File: src/sv/assert_macros.svh
// assertion macros used by the top-level rtl file
`ifndef ASSERT_MACROS_SVH
`define ASSERT_MACROS_SVH
`ifndef SYNTHESIS
// property must hold at every clock outside reset
`define ASSERT_PROP(lbl, clk, rst_n, prop, msg) \
  lbl: assert property (@(posedge clk) disable iff (!rst_n) prop) else $error(msg);
// expression must never be true outside reset
`define ASSERT_NEVER(lbl, clk, rst_n, expr, msg) \
  lbl: assert property (@(posedge clk) disable iff (!rst_n) !(expr)) else $error(msg);
`else
`define ASSERT_PROP(lbl, clk, rst_n, prop, msg)
`define ASSERT_NEVER(lbl, clk, rst_n, expr, msg)
`endif
`endif

File: src/sv/lgge_pkg.sv
// shared types and constants of the life grid generation engine
`default_nettype none
package lgge_pkg;

  localparam int GRID_WIDTH_DEF  = 64;
  localparam int GRID_HEIGHT_DEF = 32;

  localparam int CMD_W  = 3;
  localparam int COL_W  = 6;
  localparam int ROW_W  = 5;
  localparam int TICK_W = 16;

  localparam logic [TICK_W-1:0] TICKS_RESET = 16'd15;
  localparam logic [TICK_W-1:0] TICK_MAX    = 16'hFFFF;

  // neighbor counts of rule b3/s23
  localparam logic [3:0] BIRTH_COUNT   = 4'd3;
  localparam logic [3:0] SURVIVE_COUNT = 4'd2;

  typedef enum logic [CMD_W-1:0] {
    CMD_WRITE = 3'd0,
    CMD_START = 3'd1,
    CMD_PAUSE = 3'd2,
    CMD_TICK  = 3'd3,
    CMD_READ  = 3'd4
  } cmd_t;

  typedef enum logic [0:0] {
    CFG_TICKS = 1'b0,
    CFG_WRAP  = 1'b1
  } cfg_idx_t;

endpackage
`default_nettype wire

File: src/sv/lgge_cell.sv
// one column cell: three-row window and the b3/s23 rule
`default_nettype none
module lgge_cell
  import lgge_pkg::*;
(
  input  wire logic       clk,
  input  wire logic       shift_en,
  input  wire logic       bit_in,
  input  wire logic [2:0] win_l,
  input  wire logic [2:0] win_r,
  output logic [2:0]      win_o,
  output logic            alive_nxt
);

  logic top_r, mid_r, bot_r;
  logic [3:0] count;

  always_ff @(posedge clk) begin
    if (shift_en) begin
      top_r <= mid_r;
      mid_r <= bot_r;
      bot_r <= bit_in;
    end
  end

  assign win_o = {bot_r, mid_r, top_r};

  assign count = {3'b0, win_l[0]} + {3'b0, win_l[1]} + {3'b0, win_l[2]}
               + {3'b0, win_r[0]} + {3'b0, win_r[1]} + {3'b0, win_r[2]}
               + {3'b0, top_r} + {3'b0, bot_r};

  assign alive_nxt = (count == BIRTH_COUNT) || (mid_r && (count == SURVIVE_COUNT));

endmodule
`default_nettype wire

File: src/sv/lgge_row_chain.sv
// row of column cells that turns three grid rows into one new row
`default_nettype none
module lgge_row_chain
  import lgge_pkg::*;
#(
  parameter int GRID_WIDTH = GRID_WIDTH_DEF
) (
  input  wire logic                  clk,
  input  wire logic                  shift_en,
  input  wire logic                  wrap,
  input  wire logic [GRID_WIDTH-1:0] row_in,
  output logic [GRID_WIDTH-1:0]      row_out
);

  logic [2:0] win [GRID_WIDTH];

  for (genvar i = 0; i < GRID_WIDTH; i++) begin : g_cell
    logic [2:0] left_w, right_w;

    if (i == 0) begin : g_left_edge
      assign left_w = wrap ? win[GRID_WIDTH-1] : 3'b000;
    end else begin : g_left
      assign left_w = win[i-1];
    end

    if (i == GRID_WIDTH - 1) begin : g_right_edge
      assign right_w = wrap ? win[0] : 3'b000;
    end else begin : g_right
      assign right_w = win[i+1];
    end

    lgge_cell u_cell (
      .clk      (clk),
      .shift_en (shift_en),
      .bit_in   (row_in[i]),
      .win_l    (left_w),
      .win_r    (right_w),
      .win_o    (win[i]),
      .alive_nxt(row_out[i])
    );
  end

endmodule
`default_nettype wire

File: src/sv/life_grid_generation_engine.sv
// top level: grid memory, command sequencer and generation sweep
//
//  channel  direction  handshake              payload
//  in       input      in_valid / in_ready    in_cmd, in_col, in_row, in_alive_in
//  out      output     out_valid / out_ready  out_cell_alive, out_running,
//                                             out_advanced, out_all_dead
//  cfg      input      cfg_we                 cfg_index, cfg_wdata
//
// a generating tick steps each row through the cell chain in a shift state
// and then a write state. one word is taken at a time; the next is taken while
// the last result waits. rows carry valid bits, so reset needs no clearing pass.
`include "assert_macros.svh"
`default_nettype none
module life_grid_generation_engine
  import lgge_pkg::*;
#(
  parameter int GRID_WIDTH  = GRID_WIDTH_DEF,
  parameter int GRID_HEIGHT = GRID_HEIGHT_DEF
) (
  input  wire logic              clk,
  input  wire logic              rst_n,
  input  wire logic              in_valid,
  output logic                   in_ready,
  input  wire logic [CMD_W-1:0]  in_cmd,
  input  wire logic [COL_W-1:0]  in_col,
  input  wire logic [ROW_W-1:0]  in_row,
  input  wire logic              in_alive_in,
  output logic                   out_valid,
  input  wire logic              out_ready,
  output logic                   out_cell_alive,
  output logic                   out_running,
  output logic                   out_advanced,
  output logic                   out_all_dead,
  input  wire logic              cfg_we,
  input  wire logic [0:0]        cfg_index,
  input  wire logic [TICK_W-1:0] cfg_wdata
);

  localparam int RW  = $clog2(GRID_HEIGHT);
  localparam int CW  = $clog2(GRID_WIDTH);
  localparam int NZW = $clog2(GRID_HEIGHT + 1);
  localparam logic [RW-1:0] LAST_ROW = RW'(GRID_HEIGHT - 1);

  typedef enum logic [10:0] {
    S_IDLE = 11'b000_0000_0001,
    S_EXEC = 11'b000_0000_0010,
    S_WMOD = 11'b000_0000_0100,
    S_G0   = 11'b000_0000_1000,
    S_G1   = 11'b000_0001_0000,
    S_G2   = 11'b000_0010_0000,
    S_GSH  = 11'b000_0100_0000,
    S_GWR  = 11'b000_1000_0000,
    S_CHK  = 11'b001_0000_0000,
    S_RD   = 11'b010_0000_0000,
    S_RESP = 11'b100_0000_0000
  } state_t;

  state_t state_r, state_nxt;

  // latched word
  cmd_t             cmd_r;
  logic [COL_W-1:0] col_r;
  logic [ROW_W-1:0] row_r;
  logic             alive_r;

  logic              run_r, run_nxt;
  logic [TICK_W-1:0] tick_r, tick_nxt, tick_inc;
  logic [TICK_W-1:0] period_r;
  logic              wrap_r;
  logic [RW-1:0]     y_r, y_nxt, y_p1;
  logic              adv_r, adv_nxt;
  logic              dead_r, dead_nxt;

  logic [GRID_WIDTH-1:0] first_row_r;
  logic                  first_ld;

  // grid memory, one row per word
  logic [GRID_WIDTH-1:0] mem [GRID_HEIGHT];
  logic [GRID_WIDTH-1:0] mem_q_r;
  logic                  q_vld_r;
  logic                  mem_re, mem_we;
  logic [RW-1:0]         mem_raddr, mem_waddr;
  logic [GRID_WIDTH-1:0] mem_wdata;
  logic [GRID_HEIGHT-1:0] row_valid_r;
  logic [GRID_HEIGHT-1:0] row_nz_r;
  logic [NZW-1:0]         nz_cnt_r;
  logic                   wr_nz;

  logic [GRID_WIDTH-1:0] q_row, edit_row, chain_in, chain_out;
  logic                  shift_en;

  logic [RW-1:0] cell_row;
  logic [CW-1:0] cell_col;
  logic          in_grid;
  logic          cell_bit;

  logic out_valid_r, out_ld;
  logic out_cell_alive_r, out_running_r, out_advanced_r, out_all_dead_r;

  assign cell_row = RW'(row_r);
  assign cell_col = CW'(col_r);
  assign in_grid  = (32'(col_r) < 32'(GRID_WIDTH)) && (32'(row_r) < 32'(GRID_HEIGHT));
  assign q_row    = q_vld_r ? mem_q_r : '0;
  assign cell_bit = in_grid && q_row[cell_col];
  assign tick_inc = (tick_r == TICK_MAX) ? tick_r : tick_r + 16'd1;
  assign y_p1     = y_r + RW'(1);
  assign wr_nz    = |mem_wdata;

  always_comb begin
    edit_row           = q_row;
    edit_row[cell_col] = alive_r;
  end

  assign in_ready = (state_r == S_IDLE);

  lgge_row_chain #(
    .GRID_WIDTH(GRID_WIDTH)
  ) u_chain (
    .clk     (clk),
    .shift_en(shift_en),
    .wrap    (wrap_r),
    .row_in  (chain_in),
    .row_out (chain_out)
  );

  always_comb begin
    state_nxt = state_r;
    run_nxt   = run_r;
    tick_nxt  = tick_r;
    y_nxt     = y_r;
    adv_nxt   = adv_r;
    dead_nxt  = dead_r;
    mem_re    = 1'b0;
    mem_raddr = cell_row;
    mem_we    = 1'b0;
    mem_waddr = cell_row;
    mem_wdata = edit_row;
    shift_en  = 1'b0;
    chain_in  = q_row;
    first_ld  = 1'b0;
    out_ld    = 1'b0;
    case (state_r)
      S_IDLE: begin
        if (in_valid) begin
          state_nxt = S_EXEC;
        end
      end
      S_EXEC: begin
        adv_nxt  = 1'b0;
        dead_nxt = 1'b0;
        case (cmd_r)
          CMD_WRITE: begin
            if (!run_r && in_grid) begin
              mem_re    = 1'b1;
              state_nxt = S_WMOD;
            end else begin
              state_nxt = S_RD;
            end
          end
          CMD_START: begin
            run_nxt   = 1'b1;
            state_nxt = S_RD;
          end
          CMD_PAUSE: begin
            if (run_r) begin
              run_nxt  = 1'b0;
              tick_nxt = '0;
            end
            state_nxt = S_RD;
          end
          CMD_TICK: begin
            if (!run_r) begin
              state_nxt = S_RD;
            end else if (tick_inc >= period_r) begin
              tick_nxt  = '0;
              state_nxt = S_G0;
            end else begin
              tick_nxt  = tick_inc;
              state_nxt = S_CHK;
            end
          end
          default: begin
            state_nxt = S_RD;
          end
        endcase
      end
      S_WMOD: begin
        mem_we    = 1'b1;
        state_nxt = S_RD;
      end
      S_G0: begin
        mem_re    = 1'b1;
        mem_raddr = LAST_ROW;
        state_nxt = S_G1;
      end
      S_G1: begin
        shift_en  = 1'b1;
        chain_in  = wrap_r ? q_row : '0;
        mem_re    = 1'b1;
        mem_raddr = '0;
        state_nxt = S_G2;
      end
      S_G2: begin
        shift_en  = 1'b1;
        first_ld  = 1'b1;
        mem_re    = 1'b1;
        mem_raddr = RW'(1);
        y_nxt     = '0;
        state_nxt = S_GSH;
      end
      S_GSH: begin
        shift_en = 1'b1;
        if (y_r == LAST_ROW) begin
          chain_in = wrap_r ? first_row_r : '0;
        end
        state_nxt = S_GWR;
      end
      S_GWR: begin
        mem_we    = 1'b1;
        mem_waddr = y_r;
        mem_wdata = chain_out;
        if (y_r == LAST_ROW) begin
          adv_nxt   = 1'b1;
          state_nxt = S_CHK;
        end else begin
          y_nxt = y_p1;
          if (y_p1 != LAST_ROW) begin
            mem_re    = 1'b1;
            mem_raddr = y_p1 + RW'(1);
          end
          state_nxt = S_GSH;
        end
      end
      S_CHK: begin
        if (nz_cnt_r == '0) begin
          run_nxt  = 1'b0;
          dead_nxt = 1'b1;
        end
        state_nxt = S_RD;
      end
      S_RD: begin
        mem_re    = 1'b1;
        state_nxt = S_RESP;
      end
      S_RESP: begin
        if (!out_valid_r || out_ready) begin
          out_ld    = 1'b1;
          state_nxt = S_IDLE;
        end
      end
      default: begin
        state_nxt = S_IDLE;
      end
    endcase
  end

  always_ff @(posedge clk) begin
    if (!rst_n) begin
      state_r     <= S_IDLE;
      run_r       <= 1'b0;
      tick_r      <= '0;
      period_r    <= TICKS_RESET;
      wrap_r      <= 1'b0;
      out_valid_r <= 1'b0;
      q_vld_r     <= 1'b0;
      row_valid_r <= '0;
      row_nz_r    <= '0;
      nz_cnt_r    <= '0;
    end else begin
      state_r <= state_nxt;
      run_r   <= run_nxt;
      tick_r  <= tick_nxt;
      if (cfg_we) begin
        case (cfg_idx_t'(cfg_index))
          CFG_TICKS: period_r <= cfg_wdata;
          CFG_WRAP:  wrap_r   <= cfg_wdata[0];
          default: begin
          end
        endcase
      end
      if (out_ld) begin
        out_valid_r <= 1'b1;
      end else if (out_ready) begin
        out_valid_r <= 1'b0;
      end
      if (mem_re) begin
        q_vld_r <= row_valid_r[mem_raddr];
      end
      if (mem_we) begin
        row_valid_r[mem_waddr] <= 1'b1;
        row_nz_r[mem_waddr]    <= wr_nz;
        if (wr_nz && !row_nz_r[mem_waddr]) begin
          nz_cnt_r <= nz_cnt_r + NZW'(1);
        end else if (!wr_nz && row_nz_r[mem_waddr]) begin
          nz_cnt_r <= nz_cnt_r - NZW'(1);
        end
      end
    end
  end

  always_ff @(posedge clk) begin
    if (mem_we) begin
      mem[mem_waddr] <= mem_wdata;
    end
    if (mem_re) begin
      mem_q_r <= mem[mem_raddr];
    end
  end

  always_ff @(posedge clk) begin
    if (in_valid && in_ready) begin
      cmd_r   <= cmd_t'(in_cmd);
      col_r   <= in_col;
      row_r   <= in_row;
      alive_r <= in_alive_in;
    end
    y_r    <= y_nxt;
    adv_r  <= adv_nxt;
    dead_r <= dead_nxt;
    if (first_ld) begin
      first_row_r <= q_row;
    end
    if (out_ld) begin
      out_cell_alive_r <= cell_bit;
      out_running_r    <= run_r;
      out_advanced_r   <= adv_r;
      out_all_dead_r   <= dead_r;
    end
  end

  assign out_valid      = out_valid_r;
  assign out_cell_alive = out_cell_alive_r;
  assign out_running    = out_running_r;
  assign out_advanced   = out_advanced_r;
  assign out_all_dead   = out_all_dead_r;

  `ASSERT_NEVER(a_dead_but_running, clk, rst_n, out_valid_r && out_all_dead_r && out_running_r, "all_dead word reports running")
  `ASSERT_NEVER(a_nz_count_range, clk, rst_n, nz_cnt_r > NZW'(GRID_HEIGHT), "live row count beyond grid height")
  `ASSERT_PROP(a_run_clear_cause, clk, rst_n, $past(rst_n) && $fell(run_r) |-> ($past(cmd_r) == CMD_PAUSE || $past(state_r) == S_CHK), "running cleared without pause or empty grid")

endmodule
`default_nettype wire

File: config.mk
export PLATFORM = sky130hd
export DESIGN_NAME = life_grid_generation_engine
export DESIGN_NICKNAME = d
export VERILOG_FILES = /design/src/sv/lgge_pkg.sv /design/src/sv/lgge_cell.sv /design/src/sv/lgge_row_chain.sv /design/src/sv/life_grid_generation_engine.sv
export VERILOG_INCLUDE_DIRS = /design/src /design/src/sv
export SDC_FILE = /design/constraint.sdc
export NUM_CORES = 2
export LEC_CHECK = 0
export ABC_AREA = 1
export BUFFER_PORTS_ARGS = -buffer_cell sky130_fd_sc_hd__buf_2
export CORE_MARGIN = 4
export CORE_UTILIZATION = 45
export CTS_CLUSTER_SIZE = 28
export DETAILED_ROUTE_END_ITERATION = 6
export PLACE_DENSITY = 0.65
export SYNTH_ARGS = -nofsm -noshare
export SYNTH_HDL_FRONTEND = slang
export SYNTH_SLANG_ARGS = --single-unit
export TNS_END_PERCENT = 100
File: constraint.sdc
create_clock -name clk -period 8.8 [get_ports clk]
set_clock_uncertainty 0.05 [all_clocks]
set_input_delay 1.76 -clock clk [delete_from_list [all_inputs] [get_ports clk]]
set_output_delay 1.76 -clock clk [all_outputs]
set_load 0.005 [all_outputs]
# == Word-level counts from Yosys, hierarchy flattened ==
# Memory sizes are Yosys's and may differ from the RTL's. A register that Yosys moved wholly into a read port is not among the register bits.
# Index checks and enable logic that the tools add are counted.
# W data, S select, Z words.
# totals
register_bits,399
latchBits,0
ram_bits,2048
rom_bits,0
in_bits,37
out_inout_bits,6
wordCells,1050
n_memories,1
# memory_table
memory,words,word_bits,rd,rd_ports_with_merged_regs,wr,line_no,rtl
mem,32,64,1,1,1,life_grid_generation_engine.sv:78,logic [GRID_WIDTH-1:0] mem [GRID_HEIGHT];
# classes
add_sub_neg,453
n_mul,0
div,0
n_lt_le_gt_ge,6
n_eq_ne,153
shift,0
muxes,62
n_bitwise,2
n_reduce_logical,159
# ops
operator,n
$add A4 B1 Y4,256
$eq A4 B2 Y1 const B,128
$mux W64,5
$add A3 B1 Y4,64
$add A2 B1 Y3,64
$add A1 B1 Y2,64
$pmux W64 S2,1
$pmux W11 S10,1
$logic_and A1 B1 Y1,69
$logic_or A1 B1 Y1,65
$bwmux W64,1
$mux W16,4
$reduce_or A64 Y1,1
$bwmux W32,1
$or A32 B32 Y32,1
$pmux W16 S2,1
$mux W11,2
$pmux W11 S2,1
$mux W1,21
$mux W10,2
$mux W5,4
$pmux W5 S4,1
$mux W9,2
$add A16 B1 Y16 const B,1
46 further kinds,75

# == Logic depth before layout (Yosys ltp) ==
# depth
depth_word,17
ltp_mapped,35
ltp_nobuf,34

# == Modules after synthesis ==
# Synthesis repeated with hierarchy kept, for this count alone.
# hier_totals
hier_cells,10433
hier_area_um2,116072.6
# modules_own_cells
module,n_inst,cells_each,area_per_inst_um2,seq_area_each_um2
life_grid_generation_engine,1,8629,97413.4,68465.7
lgge_cell (u_chain.g_cell[0].u_cell ...),33,28,289.0,90.1
lgge_cell (u_chain.g_cell[3].u_cell ...),31,28,292.8,90.1
lgge_row_chain,1,12,45.0,0.0

# == Least setup slack after synthesis ==
# OpenSTA, ideal clock, no wires.
# synth_timing
path_type,reg2reg
start,reg state_r[0]
end,"reg u_chain.g_cell[0].u_cell.bot_r, enable pin"
setup_ns,2.021
arrival_ns,5.346
required_ns,6.729
setup_slack_ns,1.382
stages_incl_launch_ff,7
path_buffers,1
period_less_slack_ns,7.418
path_cell_list,dfxtp_1 -> nor2_1 -> nand2_1 -> nor2_4 -> nand2_1 -> clkbuf_1 -> nand3_1
# synth_between
elab_chain_len,3
# synth_lines
item,line_no,rtl
"start, declared",life_grid_generation_engine.sv:58,"state_t state_r, state_nxt;"
"start signal, assigned",life_grid_generation_engine.sv:270,state_r <= state_nxt;
"$eq A11 B7 Y1, or another cell as far along",life_grid_generation_engine.sv:142,case (state_r)
$reduce_or A3 Y1 (no line) (*),n/a,
$mux W1 (*),life_grid_generation_engine.sv:142,
named net shift_en,life_grid_generation_engine.sv:90,logic shift_en;
"end signal, assigned",lgge_cell.sv:22,bot_r <= bit_in;
"end, declared",lgge_cell.sv:15,"logic top_r, mid_r, bot_r;"
# Mark *: on every way through the listed nets, which the timed path passes. The rest lies on a longest branch.
# A chain may end at the register's enable or synchronous reset.

# == Worst setup path in the final report ==
# layout_timing
start,reg u_chain.g_cell[22].u_cell.mid_r
end,reg nz_cnt_r[5]
# layout_rtl
item,line_no,rtl
"start, declared",lgge_cell.sv:15,
"start signal, assigned",lgge_cell.sv:21,mid_r <= bot_r;
$add A4 B1 Y4 (*) (2 in series),lgge_cell.sv:29,"+ {3'b0, win_r[0]} + {3'b0, win_r[1]} + {3'b0, win_r[2]}"
$add A4 B1 Y4 (*) (2 in series),lgge_cell.sv:30,"+ {3'b0, top_r} + {3'b0, bot_r};"
$eq A4 B2 Y1,lgge_cell.sv:32,assign alive_nxt = (count == BIRTH_COUNT) || (mid_r && (count == SURVIVE_COUNT));
$logic_and A1 B1 Y1,lgge_cell.sv:32,
$logic_or A1 B1 Y1 (*),lgge_cell.sv:32,
$mux W64 (*),life_grid_generation_engine.sv:142,
named net mem_wdata[21],life_grid_generation_engine.sv:83,logic [GRID_WIDTH-1:0] mem_wdata;
$reduce_or A64 Y1 (*),life_grid_generation_engine.sv:107,assign wr_nz = |mem_wdata;
named net wr_nz,life_grid_generation_engine.sv:87,logic wr_nz;
$logic_not A1 Y1,life_grid_generation_engine.sv:294,end else if (!wr_nz && row_nz_r[mem_waddr]) begin
$logic_and A1 B1 Y1,life_grid_generation_engine.sv:294,
$reduce_bool A2 Y1 (no line),n/a,
$reduce_and A2 Y1 (no line),n/a,
"end signal, assigned",life_grid_generation_engine.sv:293,nz_cnt_r <= nz_cnt_r + NZW'(1);
"end signal, assigned",life_grid_generation_engine.sv:295,nz_cnt_r <= nz_cnt_r - NZW'(1);
"end, declared",life_grid_generation_engine.sv:86,logic [NZW-1:0] nz_cnt_r;
# Marks and branches as above.

==> out/results.txt <==
CTS buffer count: 241
Resized cells post-CTS: 0
Worst-path clk slew: 0.06 ns
RSZ-0062 raised after global routing: false
adder-cell share of the synthesized area: 0.0682
MaxCap Viol Count: 0
Overflow after GRT: 0
clock network power share: 0.418
commonest non-fill, non-tap cell in the layout: edfxtp_1
clock buffer depth: 3
relative slew slack: 0.0114
number of library cell types mapped by synthesis: 51
Ys Warns: 0
share of layout cells above drive strength 1: 0.0714
crit end category: flip-flop
minimum clock period after layout: 6.82 ns
commonest cells after routing, fill and taps aside: edfxtp_1 (2394), nand2_1 (1707), inv_1 (1488)
largest family of logic cells by synthesized area: compound AO/OA/AOI/OAI gates
number of top-level pins: 43
vias: 79111
Max Slew Vio Count: 0
net count after synthesis: 10501
fraction of registers with async set or reset after synthesis: 0
DR pass1 iterations: 7
Cells after Synth: 9988
Synth top area share: 0.622
count of final hold-check violations: 0
Slowest-stage cell, CP: nand2_1
worst setup path class: reg2reg
hpwl dp: 182000 um
Syn-to-layout area delta: 10.5%
Cell Area, Synth: 116000 um^2
Die W: 515 um
Startpoint Class: flip-flop
Die Height: 515 um
number of flops mapped to enable cells by yosys: 2394
arrival time worst endpoint: 7.64 ns
CP max FO: 33
detailed-route vias per instance: 5.87
top post-synthesis cells by area: edfxtp_1 (62%), o211ai_1 (6.4%), nand2_1 (5.5%)
Setup Total Neg Slack: 0 ns
# port buffers: 42
clock latency on the worst-skew pair: 0.93 ns
Core ar.: 255000 um^2
CTS tree: yes
CTS sink cnt: 2511
violated checks: DRC
internal power: 19.2 mW
CP Data Required Time: 9.61 ns
post-synthesis mux area share: 0
final wirelength: 348000 um
largest net degree at the start of global routing: 170
Initial DRC Count: 9505
Post-CTS Hold Buffers: 0
DRC Markers: 3
Post-CTS Setup Inserts: 0
Seq/Total Area, Yosys: 0.642
min-delay worst type: reg2reg
row count: 185
cell taking the most area after synthesis: edfxtp_1
crit-path most repeated cell: nand2_1
initial antenna violation count: 16
Final period util: 0.775
Pwr Density: 196 nW/um^2
wire per inst: 25.9 um
Max H-tree Level: 4
max frequency: 147 MHz
Synth Flop Type: edfxtp_1
Peak VDD IR: 0.193 mV
slowest stage delay, CP: 0.59 ns
Avg Cell Area, Syn: 11.6 um^2
final setup violation count: 0
Final GP Congestion: 0.907
P_leak: 46.8 nW
run status: finished with violations
XOR/XNOR Fraction of Synth Area: 0.00114
Post-Synth Simple-Gate Area: 0.106
Worst-Margin Slew: 1.48 ns
final hold slack: 0.383 ns
compound-gate portion of the synthesized area: 0.111
Comb pwr share: 0.063
switching share of power: 0.232
Final Net Count: 10401
first-pass GRT wire length: 505000 um
Post-DRT Antenna Nets: 0
GR Util All Layers: 0.258
sequential fraction of design power: 0.519
P_sw: 5.79 mW
Initial Util: 0.454
vias in the first global route: 75393
flops & latches, synth: 2511
root buf cell: clkbuf_16
R2R Setup Slk: 1.98 ns
die area: 265000 um^2
[metrics by stage]
| step | std cells | util | setup WS (ns) | total power [mW] | cell area (um^2) |
|---|---|---|---|---|---|
| 3_3_place_gp | 13008 | 0.470 | 1.89 | 14.8 | 120000 |
| 5_1_grt | 13463 | 0.502 | 1.53 | 25.7 | 128000 |
| 6_report | 13469 | 0.502 | 1.98 | 25.0 | 128000 |
| 3_5_place_dp | 13008 | 0.470 | 1.95 | 14.8 | 120000 |
| 2_1_floorplan | 9988 | - | 1.38 | 14.3 | 116000 |
| 4_1_cts | 13459 | 0.501 | 1.95 | 25.1 | 128000 |
[power groups by stage]
| stage | clock network (mW) | registers [mW] | logic, mW |
|---|---|---|---|
| after detailed placement | 0 | 13.2 | 1.54 |
| after global placement | 0 | 13.2 | 1.53 |
| after global routing | 11.1 | 13.0 | 1.69 |
| final | 10.5 | 13.0 | 1.57 |
| after floorplan | 0 | 13.2 | 1.03 |
| after CTS | 10.6 | 13.0 | 1.55 |
[layout make-up]
class,count,area (um^2)
Antenna cell,7,17.5
Clock buffer,289,6240
Clock inverter,162,1680
Fill cell,21675,127000
Inverter,1523,5740
Multi-Input combinational cell,5389,33500
Sequential cell,2511,74200
Tap cell,3366,4210
Timing Repair Buffer,222,2190
[state kept, by name, summed over array words and instances, names as in the netlist, 32 cells and up]
name                         count
first_row_r                     64
mem_q_r                         64
u_chain.g_cell.u_cell.bot_r     64
u_chain.g_cell.u_cell.top_r     64
row_nz_r                        32
mem                           2048
row_valid_r                     32
u_chain.g_cell.u_cell.mid_r     64
[worst max-delay path, delay by kind of cell, from the launching register on]
family,cells,cell delay [ns]
fa+ha+maj,7,2.68
flops,1,0.42
buf+inv,4,0.39
compound gates,7,0.79
simple gates,12,2.40
[final timing paths]
| check | startpoint | cells past startpoint | end |
|---|---|---|---|
| worst max-delay path | u_chain.g_cell[22].u_cell.mid_r | 30 | nz_cnt_r[5] |
| worst max register to register | u_chain.g_cell[22].u_cell.mid_r | 30 | nz_cnt_r[5] |
| worst min register to register | adv_r | 0 | out_advanced |
| worst min-delay path | adv_r | 0 | out_advanced |
[logic make-up after synthesis]
group,count (synthesis)
buffers and inverters,2088
and+or+nand+nor,2903
DFF,2511
AOI/OAI and AO/OA,1995
xor gates and xnor gates,15
adders and majority gates,476
[synthesized netlist by cell type (2+ instances only)]
| cell type | number |
|---|---|
| a211oi_1 | 2 |
| a21oi_1 | 304 |
| a22oi_1 | 9 |
| a31oi_1 | 25 |
| buf_1 | 18 |
| buf_2 | 305 |
| buf_4 | 22 |
| buf_6 | 10 |
| clkbuf_1 | 206 |
| clkbuf_2 | 4 |
| dfxtp_1 | 117 |
| edfxtp_1 | 2394 |
| fa_1 | 258 |
| ha_1 | 218 |
| inv_1 | 1492 |
| inv_2 | 30 |
| nand2_1 | 1709 |
| nand2_2 | 11 |
| nand3_1 | 772 |
| nand3b_1 | 3 |
| nand4_1 | 49 |
| nor2_1 | 291 |
| nor2_2 | 38 |
| nor2_4 | 6 |
| nor3_1 | 10 |
| nor4_1 | 9 |
| o2111ai_1 | 33 |
| o211ai_1 | 979 |
| o21a_1 | 4 |
| o21ai_0 | 470 |
| o21ai_1 | 95 |
| o21ai_4 | 2 |
| o22ai_1 | 52 |
| o2bb2ai_1 | 5 |
| o311ai_1 | 5 |
| o41ai_1 | 3 |
| xnor2_1 | 4 |
| xor2_1 | 11 |
[routing by layer]
metal  share of wire  global-route usage
met1            0.39               0.348
met2            0.45               0.408
met3            0.11              0.0492
met4           0.050               0.116
met5         0.00016                   0
Note: power is estimated with default switching activity, not from simulation.
